## config.mk

```make
export PLATFORM = sky130hd
export DESIGN_NAME = eal_cordic
export DESIGN_NICKNAME = d
export VERILOG_FILES = /design/src/hw/rtl/euler_angles_to_local_axes_defines.svh /design/src/hw/rtl/eal_pkg.sv /design/src/hw/rtl/eal_cordic.sv
export SDC_FILE = /design/constraint.sdc
export NUM_CORES = 1
export LEC_CHECK = 0
export BUFFER_PORTS_ARGS = -buffer_cell sky130_fd_sc_hd__buf_2
export CAP_MARGIN = 20
export CORE_MARGIN = 2
export CORE_UTILIZATION = 70
export CTS_BUF_LIST = sky130_fd_sc_hd__clkbuf_8
export DETAILED_ROUTE_END_ITERATION = 6
export PLACE_DENSITY = 0.92
export SYNTH_ARGS = -nofsm -noshare
export SYNTH_HDL_FRONTEND = slang
export SYNTH_SLANG_ARGS = --single-unit
```

## constraint.sdc

```tcl
create_clock -name clk -period 9 [get_ports clk]
set_input_delay 1.35 -clock clk [delete_from_list [all_inputs] [get_ports clk]]
set_output_delay 1.35 -clock clk [all_outputs]
set_load 0.05 [all_outputs]
```

## src/hw/rtl/euler_angles_to_local_axes_defines.svh

```systemverilog
// Assertion helpers used by the top-level RTL.
`ifndef EULER_ANGLES_TO_LOCAL_AXES_DEFINES_SVH
`define EULER_ANGLES_TO_LOCAL_AXES_DEFINES_SVH

// Same-cycle implication under synchronous reset.
`define EAL_ASSERT_NOW(label, ante, cons, msg) \
  label: assert property (@(posedge clk) disable iff (!rst_n) (ante) |-> (cons)) else $error(msg);

// Next-cycle implication under synchronous reset.
`define EAL_ASSERT_NEXT(label, ante, cons, msg) \
  label: assert property (@(posedge clk) disable iff (!rst_n) (ante) |=> (cons)) else $error(msg);

`endif

```

## src/hw/rtl/eal_pkg.sv

```systemverilog
package eal_pkg;

  localparam int CORDIC_STEPS = 30;
  localparam int STEP_W = 5;
  localparam logic signed [31:0] CORDIC_GAIN = 32'sd652032874;
  localparam int AXIS_W = 16;

  typedef struct packed {
    logic signed [31:0] sin;
    logic signed [31:0] cos;
  } sincos_t;

  function automatic logic signed [31:0] atan_turn32(input logic [STEP_W-1:0] idx);
    logic signed [31:0] v;
    case (idx)
      5'd0:  v = 32'sd536870912;
      5'd1:  v = 32'sd316933406;
      5'd2:  v = 32'sd167458907;
      5'd3:  v = 32'sd85004756;
      5'd4:  v = 32'sd42667331;
      5'd5:  v = 32'sd21354465;
      5'd6:  v = 32'sd10679838;
      5'd7:  v = 32'sd5340245;
      5'd8:  v = 32'sd2670163;
      5'd9:  v = 32'sd1335087;
      5'd10: v = 32'sd667544;
      5'd11: v = 32'sd333772;
      5'd12: v = 32'sd166886;
      5'd13: v = 32'sd83443;
      5'd14: v = 32'sd41722;
      5'd15: v = 32'sd20861;
      5'd16: v = 32'sd10430;
      5'd17: v = 32'sd5215;
      5'd18: v = 32'sd2608;
      5'd19: v = 32'sd1304;
      5'd20: v = 32'sd652;
      5'd21: v = 32'sd326;
      5'd22: v = 32'sd163;
      5'd23: v = 32'sd81;
      5'd24: v = 32'sd41;
      5'd25: v = 32'sd20;
      5'd26: v = 32'sd10;
      5'd27: v = 32'sd5;
      5'd28: v = 32'sd3;
      5'd29: v = 32'sd1;
      default: v = 32'sd0;
    endcase
    return v;
  endfunction

endpackage

```

## src/hw/rtl/eal_cordic.sv

```systemverilog
module eal_cordic #(
  parameter int ANGLE_BITS = 16
) (
  input  logic                  clk,
  input  logic                  rst_n,
  input  logic                  start,
  input  logic [ANGLE_BITS-1:0] angle,
  output logic                  done,
  output eal_pkg::sincos_t      sc
);
  import eal_pkg::*;

  logic signed [31:0] x_r, y_r, z_r;
  logic signed [31:0] x_nxt, y_nxt, z_nxt;
  logic [1:0]         quad_r;
  logic [STEP_W-1:0]  step_r;
  logic               busy_r, done_r;
  logic [31:0]        t;
  logic signed [31:0] dx, dy;

  assign t  = 32'(angle) << (32 - ANGLE_BITS);
  assign dx = y_r >>> step_r;
  assign dy = x_r >>> step_r;

  always_comb begin
    if (!z_r[31]) begin
      x_nxt = x_r - dx;
      y_nxt = y_r + dy;
      z_nxt = z_r - atan_turn32(step_r);
    end else begin
      x_nxt = x_r + dx;
      y_nxt = y_r - dy;
      z_nxt = z_r + atan_turn32(step_r);
    end
  end

  always_ff @(posedge clk) begin
    if (!rst_n) begin
      busy_r <= 1'b0;
      done_r <= 1'b0;
      step_r <= '0;
    end else begin
      done_r <= 1'b0;
      if (start) begin
        busy_r <= 1'b1;
        step_r <= '0;
      end else if (busy_r) begin
        step_r <= step_r + 1'b1;
        if (step_r == STEP_W'(CORDIC_STEPS - 1)) begin
          busy_r <= 1'b0;
          done_r <= 1'b1;
        end
      end
    end
  end

  always_ff @(posedge clk) begin
    if (start) begin
      x_r    <= CORDIC_GAIN;
      y_r    <= '0;
      z_r    <= {2'b00, t[29:0]};
      quad_r <= t[31:30];
    end else if (busy_r) begin
      x_r <= x_nxt;
      y_r <= y_nxt;
      z_r <= z_nxt;
    end
  end

  always_comb begin
    case (quad_r)
      2'd0:    begin sc.cos = x_r;  sc.sin = y_r;  end
      2'd1:    begin sc.cos = -y_r; sc.sin = x_r;  end
      2'd2:    begin sc.cos = -x_r; sc.sin = -y_r; end
      default: begin sc.cos = y_r;  sc.sin = -x_r; end
    endcase
  end

  assign done = done_r;

endmodule

```

==> flow_summary.json <==
{
  "status": "finished with violations",
  "violations": "design-rule violations",
  "dieArea_sq_um": 27900,
  "antenna_found_initial": 1,
  "synth_flop_cell": "dfxtp_1",
  "path_max_fanout": 61,
  "fin_crit_ns": 6.95,
  "dp.cells": 2631,
  "holdWs_ns": 0.500,
  "synth.most_common_cell": "nor2_1",
  "grt_util_all_layers_pct": 42.5,
  "h-tree-depth": 4,
  "viasPerCell": 7.20,
  "wl_per_cell_um": 23.1,
  "path_cells": "buf_4 > clkinv_1 > mux4_2 > o221ai_1 > nor2_1 > nand4b_2 > nor4_2 > and2_1 > a31oi_1 > xor2_1 > ha_1 > nand2_1 > or3_1 > a2111oi_0 > nor2_1 > o211ai_1 > o211ai_1 > xnor3_1 > nand2_1 > mux2_1",
  "rows": 59,
  "chipWidth_um": 167,
  "worst_slew_pin_slew_ns": 1.26,
  "nets": 2451,
  "grt_pass1_vias": 18000,
  "drt-initial-drc-count": 2697,
  "synth_top_area_share_pct": 12.8,
  "arrival_ns": 7.31,
  "initial_core_util_pct": 71.4,
  "worstReg2RegEnd": "x_r[31]",
  "reg2reg_from": "step_r[1]",
  "critPathKind": "reg2reg",
  "max_stage_delay_ns": 0.92,
  "crit_start": "step_r[1]",
  "setup_violations": 0,
  "p_per_area_nw_per_um2": 382,
  "grt-ovfl-total": 0,
  "ys_ff_latch": 135,
  "cts_buffers": 17,
  "setup_tns_ns": 0,
  "worst_setup_path_end_kind": "flip-flop",
  "max_freq_mhz": 144,
  "critPathCapture": "x_r[31]",
  "ios": 84,
  "fin_skew_ns": 0.0298,
  "ir_worst_vdd_uv": 363,
  "root_buffer": "clkbuf_8",
  "drive_gt1_share_pct": 12.7,
  "synth_fp_nets": 2503,
  "synth_seq_area_share_pct": 15.4,
  "ctsHoldBuffers": 0,
  "slew_headroom_pct": 16.1,
  "rsz0062_at_grt": "no",
  "die_h_um": 167,
  "cts_tree": "yes",
  "ant_nets": 0,
  "crit_path_top_delay_cell": "dfxtp_4",
  "synth_edf_count": 16,
  "clkTransAtPathRegs_ns": 0.11,
  "io_buffers": 83,
  "area_delta_synth_final_pct": 3.24,
  "dp_hpwl_um": 44100,
  "grt_pass1_wl_um": 95200,
  "drtPass1Iterations": 7,
  "final_cells": 2664,
  "reg2reg_depth": 20,
  "core_area_sq_um": 26100,
  "synth_area_leader_cell": "dfxtp_1",
  "cts_setup_buffers": 0,
  "power.leakage_nw": 7.81,
  "r2r_setup_slack_ns": 2.05,
  "wl_um": 61600,
  "grt_start_max_net_pins": 126,
  "fin_util_pct": 73.7,
  "synth_area_leaders": "dfxtp_1 13%, mux4_2 8.4%, ha_1 7.7%",
  "netlist_area_sq_um": 18600,
  "synthTopCellsByCount": "254 x nor2_1, 213 x nand2_1, 204 x a21oi_1, 160 x xnor2_1, 143 x o21ai_0",
  "num_vias": 19200,
  "numClockSinks": 135,
  "cts_max_path_buffers": 2,
  "cts_resized": 0,
  "slew_violations": 0,
  "insertion_delay_ns": 0.49,
  "synth_cell_types": 105,
  "drv_cap": 0,
  "gp_congestion": 1.05,
  "post-route-drc-count": 2,
  "synth-async-reset-ratio_pct": 0,
  "postSynthAreaPerCell_sq_um": 7.86,
  "cp.required_ns": 9.36,
  "hold_class": "reg2reg",
  "start_kind": "flip-flop",
  "ys.warnings.count": 0,
  "fin_crit_sh_pct": 77.2,
  "hold_violations": 0,
  "syn_inst": 2367
}
[final cells by class]
type	count	area [sq um]
diodes	1	2.50
clock buffers	17	234
clock inverters	15	161
fillers	2035	6850
inverters	65	244
multi-input cells	1988	14700
flip-flops and latches	135	2880
well taps	335	419
repair buffers	108	603
[critical path: cells and delay by family (launching register included)]
family | cells | cell delay, ns
flops | 1 | 0.92
buf+inv | 2 | 0.85
compound gates | 5 | 1.33
fa+ha+maj | 1 | 0.36
simple gates | 8 | 2.16
xor+xnor | 2 | 0.54
mux | 2 | 0.65
[power breakdown]
| group | internal (mW) | switching, mW | total (mW) |
|---|---|---|---|
| logic | 2.24 | 3.24 | 5.48 |
| registers | 0.752 | 0.560 | 1.31 |
| clock network | 0.231 | 0.323 | 0.554 |
[through the flow]
stage	worst slack (ns)	cell area (sq um)	power (mW)
floorplan	3.55	18600	5.39
global placement	2.41	18800	6.43
detailed placement	2.25	18800	6.58
CTS	2.20	19200	7.16
global route	1.63	19200	7.81
finish	2.05	19200	7.34
[cells in the final DEF (no fill, tap or decap), types with 21 or more instances in the layout]
cell	instances
nor2_1	253
nand2_1	213
a21oi_1	204
xnor2_1	160
o21ai_0	143
ha_1	114
dfxtp_1	114
xor2_1	101
buf_2	83
mux2i_1	70
mux4_2	69
inv_1	61
nand3_1	46
nor3_1	40
a21o_1	40
a31oi_1	37
a22o_1	34
mux2_2	31
nand2b_1	28
buf_4	25
nor2b_1	24
a211oi_1	24
or3_1	22
o211ai_1	21
[worst min path at each step]
stage             from       to  slack (ns)  cells after the start
3_5_place_dp   z_r[30]  z_r[30]        0.48                      1
5_1_grt        z_r[30]  z_r[30]        0.53                      1
4_1_cts        z_r[30]  z_r[30]        0.51                      1
2_1_floorplan  z_r[30]  z_r[30]        0.46                      1
6_report        z_r[2]   z_r[2]        0.50                      2
3_3_place_gp   z_r[30]  z_r[30]        0.47                      1
[cell families (layout without fill, tap and decap cells)]
logic type                 count (synthesis)  in the layout  share of synthesized area (%)
AOI/OAI and AO/OA                        678            678                           23.6
muxes                                    188            188                           15.9
other                                      0              1                              0
DFF                                      135            135                           15.4
xor gates and xnor gates                 262            262                           12.4
and+or+nand+nor                          742            742                           18.8
buffers and inverters                    244            205                           5.80
adders and majority gates                118            118                           8.04
[per-layer routing]
layer / vias to the layer above / part of all wire (%) / GRT usage [%] / wire length (um)
met5: - / 0 / 0 / 0
met1: 8776 / 36 / 52.2 / 22400
li1: 8573 / - / - / -
met4: 0 / 7.2 / 25.8 / 4460
met3: 373 / 13 / 10.9 / 7980
met2: 1455 / 44 / 67.1 / 26800
(Power assumes the default switching activity.)
