--- src/hw/rtl/euler_angles_to_local_axes_defines.svh ---
// Assertion helpers used by the top-level RTL.
`ifndef EULER_ANGLES_TO_LOCAL_AXES_DEFINES_SVH
`define EULER_ANGLES_TO_LOCAL_AXES_DEFINES_SVH

// Same-cycle implication under synchronous reset.
`define EAL_ASSERT_NOW(label, ante, cons, msg) \
  label: assert property (@(posedge clk) disable iff (!rst_n) (ante) |-> (cons)) else $error(msg);

// Next-cycle implication under synchronous reset.
`define EAL_ASSERT_NEXT(label, ante, cons, msg) \
  label: assert property (@(posedge clk) disable iff (!rst_n) (ante) |=> (cons)) else $error(msg);

`endif

--- src/hw/rtl/eal_pkg.sv ---
package eal_pkg;

  localparam int CORDIC_STEPS = 30;
  localparam int STEP_W = 5;
  localparam logic signed [31:0] CORDIC_GAIN = 32'sd652032874;
  localparam int AXIS_W = 16;

  typedef struct packed {
    logic signed [31:0] sin;
    logic signed [31:0] cos;
  } sincos_t;

  function automatic logic signed [31:0] atan_turn32(input logic [STEP_W-1:0] idx);
    logic signed [31:0] v;
    case (idx)
      5'd0:  v = 32'sd536870912;
      5'd1:  v = 32'sd316933406;
      5'd2:  v = 32'sd167458907;
      5'd3:  v = 32'sd85004756;
      5'd4:  v = 32'sd42667331;
      5'd5:  v = 32'sd21354465;
      5'd6:  v = 32'sd10679838;
      5'd7:  v = 32'sd5340245;
      5'd8:  v = 32'sd2670163;
      5'd9:  v = 32'sd1335087;
      5'd10: v = 32'sd667544;
      5'd11: v = 32'sd333772;
      5'd12: v = 32'sd166886;
      5'd13: v = 32'sd83443;
      5'd14: v = 32'sd41722;
      5'd15: v = 32'sd20861;
      5'd16: v = 32'sd10430;
      5'd17: v = 32'sd5215;
      5'd18: v = 32'sd2608;
      5'd19: v = 32'sd1304;
      5'd20: v = 32'sd652;
      5'd21: v = 32'sd326;
      5'd22: v = 32'sd163;
      5'd23: v = 32'sd81;
      5'd24: v = 32'sd41;
      5'd25: v = 32'sd20;
      5'd26: v = 32'sd10;
      5'd27: v = 32'sd5;
      5'd28: v = 32'sd3;
      5'd29: v = 32'sd1;
      default: v = 32'sd0;
    endcase
    return v;
  endfunction

endpackage

--- src/hw/rtl/eal_merge.sv ---
module eal_merge #(
  parameter int AXIS_FRAC_BITS = 14
) (
  input  logic                                       clk,
  input  logic                                       rst_n,
  input  logic                                       start,
  input  eal_pkg::sincos_t                           yaw_sc,
  input  eal_pkg::sincos_t                           pitch_sc,
  input  eal_pkg::sincos_t                           roll_sc,
  output logic                                       done,
  output logic [9*eal_pkg::AXIS_W-1:0]               axes
);
  import eal_pkg::*;

  localparam int SHIFT = 30 - AXIS_FRAC_BITS;
  localparam logic signed [33:0] HALF = (SHIFT > 0) ? (34'sd1 <<< (SHIFT - 1)) : 34'sd0;
  localparam logic signed [33:0] LIM  = 34'sd1 <<< AXIS_FRAC_BITS;
  localparam int NPROD = 14;
  localparam logic [3:0] DST_SPSR = 4'd9;
  localparam logic [3:0] DST_SPCR = 4'd10;
  localparam logic [3:0] DST_NONE = 4'd15;

  logic [3:0]         step_r;
  logic               busy_r, done_r;
  logic signed [31:0] opa, opb;
  logic [3:0]         dst;
  logic               neg;
  logic signed [63:0] prod_r;
  logic [3:0]         dst_r;
  logic               neg_r;
  logic signed [31:0] spsr_r, spcr_r;
  logic signed [33:0] acc_r [9];
  logic signed [33:0] term;
  logic signed [63:0] prod_rnd;
  logic [AXIS_W-1:0]  axis_r [9];
  logic [AXIS_W-1:0]  axis_nxt [9];

  always_comb begin
    opa = yaw_sc.cos;
    opb = roll_sc.cos;
    dst = DST_NONE;
    neg = 1'b0;
    case (step_r)
      4'd0:  begin opa = pitch_sc.sin; opb = roll_sc.sin;  dst = DST_SPSR; end
      4'd1:  begin opa = pitch_sc.sin; opb = roll_sc.cos;  dst = DST_SPCR; end
      4'd2:  begin opa = yaw_sc.cos;   opb = roll_sc.cos;  dst = 4'd0; end
      4'd3:  begin opa = yaw_sc.sin;   opb = spsr_r;       dst = 4'd0; end
      4'd4:  begin opa = yaw_sc.sin;   opb = roll_sc.cos;  dst = 4'd2; neg = 1'b1; end
      4'd5:  begin opa = yaw_sc.cos;   opb = spsr_r;       dst = 4'd2; end
      4'd6:  begin opa = yaw_sc.cos;   opb = roll_sc.sin;  dst = 4'd3; neg = 1'b1; end
      4'd7:  begin opa = yaw_sc.sin;   opb = spcr_r;       dst = 4'd3; end
      4'd8:  begin opa = pitch_sc.cos; opb = roll_sc.sin;  dst = 4'd1; end
      4'd9:  begin opa = pitch_sc.cos; opb = roll_sc.cos;  dst = 4'd4; end
      4'd10: begin opa = yaw_sc.sin;   opb = roll_sc.sin;  dst = 4'd5; end
      4'd11: begin opa = yaw_sc.cos;   opb = spcr_r;       dst = 4'd5; end
      4'd12: begin opa = yaw_sc.sin;   opb = pitch_sc.cos; dst = 4'd6; end
      4'd13: begin opa = yaw_sc.cos;   opb = pitch_sc.cos; dst = 4'd8; end
      default: begin dst = DST_NONE; end
    endcase
  end

  assign prod_rnd = (prod_r + 64'sd536870912) >>> 30;
  assign term     = neg_r ? -prod_rnd[33:0] : prod_rnd[33:0];

  always_comb begin
    logic signed [33:0] v;
    logic signed [33:0] r;
    for (int k = 0; k < 9; k++) begin
      v = (k == 7) ? -34'(pitch_sc.sin) : acc_r[k];
      r = (v + HALF) >>> SHIFT;
      if (r > LIM) r = LIM;
      if (r < -LIM) r = -LIM;
      axis_nxt[k] = r[AXIS_W-1:0];
    end
  end

  always_ff @(posedge clk) begin
    if (!rst_n) begin
      busy_r <= 1'b0;
      done_r <= 1'b0;
      step_r <= '0;
      dst_r  <= DST_NONE;
    end else begin
      done_r <= 1'b0;
      if (start) begin
        busy_r <= 1'b1;
        step_r <= '0;
        dst_r  <= DST_NONE;
      end else if (busy_r) begin
        step_r <= step_r + 1'b1;
        dst_r  <= dst;
        if (step_r == 4'(NPROD + 1)) begin
          busy_r <= 1'b0;
          done_r <= 1'b1;
        end
      end
    end
  end

  always_ff @(posedge clk) begin
    prod_r <= 64'(opa) * 64'(opb);
    neg_r  <= neg;
    if (start) begin
      for (int k = 0; k < 9; k++) acc_r[k] <= '0;
    end else if (busy_r) begin
      if (dst_r == DST_SPSR) spsr_r <= prod_rnd[31:0];
      else if (dst_r == DST_SPCR) spcr_r <= prod_rnd[31:0];
      else if (dst_r < 4'd9) acc_r[dst_r] <= acc_r[dst_r] + term;
      if (step_r == 4'(NPROD + 1)) begin
        for (int k = 0; k < 9; k++) axis_r[k] <= axis_nxt[k];
      end
    end
  end

  always_comb begin
    for (int k = 0; k < 9; k++) axes[k*AXIS_W +: AXIS_W] = axis_r[k];
  end

  assign done = done_r;

endmodule

--- config.mk ---
export PLATFORM = sky130hd
export DESIGN_NAME = eal_merge
export DESIGN_NICKNAME = d
export VERILOG_FILES = /design/src/hw/rtl/euler_angles_to_local_axes_defines.svh /design/src/hw/rtl/eal_pkg.sv /design/src/hw/rtl/eal_merge.sv
export SDC_FILE = /design/constraint.sdc
export NUM_CORES = 2
export LEC_CHECK = 0
export ABC_CLOCK_PERIOD_IN_PS = 12600
export BUFFER_PORTS_ARGS = -buffer_cell sky130_fd_sc_hd__buf_2
export CORE_ASPECT_RATIO = 1.2
export CORE_UTILIZATION = 50
export DETAILED_ROUTE_END_ITERATION = 10
export PLACE_DENSITY_LB_ADDON = 0.25
export SLEW_MARGIN = 20
export SYNTH_ARGS = -nofsm -noshare
export SYNTH_HDL_FRONTEND = slang
export SYNTH_SLANG_ARGS = --single-unit
--- constraint.sdc ---
create_clock -name clk -period 12.6 [get_ports clk]
set_input_delay 2.52 -clock clk [delete_from_list [all_inputs] [get_ports clk]]
set_output_delay 2.52 -clock clk [all_outputs]
set_load 0.005 [all_outputs]
==> metrics.md <==
| Metric | Value |
|---|---|
| Largest net degree at the start of global routing | 86 |
| Crit path DAT | 12.22 ns |
| Area grow syn2layout | 11.38% |
| Sequential fraction of the synthesis area | 0.3189 |
| Row cnt | 154 |
| Synth Register Bits | 802 |
| Drt pass-1 iters | 6 |
| Htree depth | 3 |
| Min-Delay Path Class | reg -> reg |
| HPWL Detailed | 193600 um |
| Netlist cell types | 87 |
| Crit path capture type | flip-flop |
| CP max-delay cell | a222oi_1 |
| Critical R2R Launch | step_r[0] |
| TritonCTS Sinks | 802 |
| CTS Buf Count | 86 |
| Top-area cell type share of the netlist area | 0.3053 |
| Number of max-cap violations | 0 |
| Clk_lat worst skew | 0.73 ns |
| Fin. Hold Viols | 0 |
| Startpoint types | input pin |
| Fmax achieved | 86.16 MHz |
| Primary FF master, synth | edfxtp_1 |
| Register area | 23590 um2 |
| M3 GR Usage | 0.06884 |
| DRT Wirelength | 241000 um |
| Slew @ Worst Pin | 1.242 ns |
| Root Buffer | clkbuf_16 |
| Met1 Track Usage GR | 0.3986 |
| CTS tree | done |
| Vias | 54190 |
| # setup viols final | 0 |
| Clock Skews | 0.04524 ns |
| Top cell by count, worst path | fa_1 |
| Hold Crit Start | step_r[1] |
| Setup_tns | 0 ns |
| PortBufs | 339 |
| I/O pin cnt | 340 |
| Area contributors post-synth | edfxtp_1 31%, fa_1 29%, nor2_1 5.4%, inv_1 5.3%, mux4_2 5.2% |
| Met2 Use GR | 0.5420 |
| Core area | 146800 um2 |
| GPL Wtd Cong | 1.046 |
| Detailed-route DRC error count | 0 |
| NumNets Final | 8892 |
| Setup Crit Path Kind | in -> reg |
| Number of global-route vias before repair | 56210 |
| Worst path required time | 13.22 ns |
| Synthesis warning total | 0 |
| Fillers | 12640 |
| Chip height | 423.3 um |
| Synth async-reset ratio | 0 |
| Syn_area_per_cell | 10.76 um2 |
| 1st-iter DRT viols | 5162 |
| Reg clk slew, reported paths | 0.06 ns |
| Utilization after layout | 0.5611 |
| Die ar. | 149500 um2 |
| Period minus WS final | 11.61 ns |
| Post-CTS setup buffers | 0 |
| Top-count cell post-synth | fa_1 |
| Period utilization | 0.9212 |
| Unrepaired setup endpoints after global routing | false |
| Top post-synthesis cells by count | 1082 x fa_1, 1064 x nor2_1, 1047 x inv_1 |
| EDFF count, synth | 752 |
| Antenna violations before repair | 10 |
| Status | finished clean |
| Multi-input gate area | 46380 um2 |
| Worst-path fanout max | 17 |
| First-pass GRT wire length | 361300 um |
| Post-Syn Instances | 6874 |
| Gr usage total | 0.3293 |
| Cell taking the most area after synthesis | edfxtp_1 |
| Delay of the slowest cell on the worst path | 0.94 ns |
| Resized cells post-CTS | 0 |
| Post-route ant nets | 0 |
| Fin Hold WS | 0.5704 ns |
| Starting Density | 0.5037 |
| Max-slew headroom | 0.1630 |
| Max Root-Sink Buffers | 3 |
| Via density | 5.757 |
| Share of layout cells above drive strength 1 | 0.1266 |
| GR peak layer | met2 |
| Routed length per instance | 25.61 um |
| Synthesized cell area | 73960 um2 |
| Final Max Slew Viols | 0 |
| Hold buffer count at cts | 0 |
| Congestion Overflow GR | 0 |
| CP startpoint | pitch_sc[63] |
| Die extent in x | 353.1 um |
==> final timing paths <==
path	slack, ns	cells after the start	end
worst max register to register	1.03	30	prod_r[63]
worst min-delay path	0.57	2	step_r[1]
worst min register to register	0.57	2	step_r[1]
worst max-delay path	0.99	29	prod_r[58]
==> cells by family (layout without fill, tap and decap cells) <==
family / count (synthesis) / in the layout / share of synthesized area
other: 1 / 242 / 0.00005070
XOR/XNOR: 282 / 282 / 0.03350
AND/OR/NAND/NOR: 2260 / 2260 / 0.1308
multiplexers: 190 / 190 / 0.05456
adder cells (fa/ha/maj): 1309 / 1309 / 0.3313
AO/OA/AOI/OAI: 631 / 631 / 0.05982
buffers and inverters: 1399 / 1746 / 0.07119
flip-flops: 802 / 802 / 0.3189
==> layer usage <==
metal | up-vias | wire length [um]
met4 | 4 | 17830
li1 | 23300 | -
met5 | - | 35
met3 | 648 | 22610
met1 | 27490 | 85120
met2 | 2748 | 115400
==> per-stage QoR <==
stage,area [um2],setup slack [ns],instances
floorplan,74850,1.648,7111
global placement,79540,0.3781,9249
detailed placement,79550,0.3821,9249
CTS,82350,1.060,9407
global route,82380,0.6754,9411
finish,82380,0.9932,9412
==> cell type report <==
class,instances,share of cell area
Multi-Input combinational cell,4910,0.5630
Sequential cell,802,0.2864
Inverter,1049,0.04780
Timing Repair Buffer,539,0.03913
Tap cell,1950,0.02962
Clock buffer,108,0.02776
Clock inverter,50,0.006182
Antenna cell,4,0.0001215
==> flip-flops by register name, summed over array words and instances, names as in the netlist, named ones only <==
name	cells
axis_r	144
dst_r	4
acc_r	544
busy_r	1
spcr_r	32
neg_r	1
prod_r	35
done	1
spsr_r	32
step_r	4
==> critical path, delay by kind of cell <==
family | cells | cell delay (ns)
AO/OA/AOI/OAI | 5 | 2.40
XOR/XNOR | 1 | 0.14
adder cells (fa/ha/maj) | 9 | 4.69
buffers and inverters | 9 | 1.51
AND/OR/NAND/NOR | 5 | 0.93
==> cell usage in the layout, fill, tap and decap left out, types with 16 or more instances in the layout <==
cell	n
conb_1	238
nor4_1	18
nor2b_1	24
and2_1	27
nor2_1	1061
fa_1	1082
clkinv_1	16
inv_1	1047
o21bai_1	16
dfxtp_1	46
a221oi_2	24
a221o_1	33
nand3_1	117
and3_1	43
o21a_1	28
o21ai_0	93
buf_2	339
a222oi_1	29
nand2b_1	54
a31oi_1	25
clkbuf_16	88
mux4_2	170
or2_2	16
a21oi_1	135
nand4_1	53
a22o_1	16
a21o_1	53
nor3_1	61
nand2_1	687
o31ai_1	17
ha_1	227
xor2_1	108
a22oi_1	19
edfxtp_1	752
buf_4	198
xnor2_1	165
clkbuf_1	19
or3_1	17
Power is left out: the tool's default activity adds up to more than one toggle a clock period on the data nets, which glitch-free logic cannot reach.
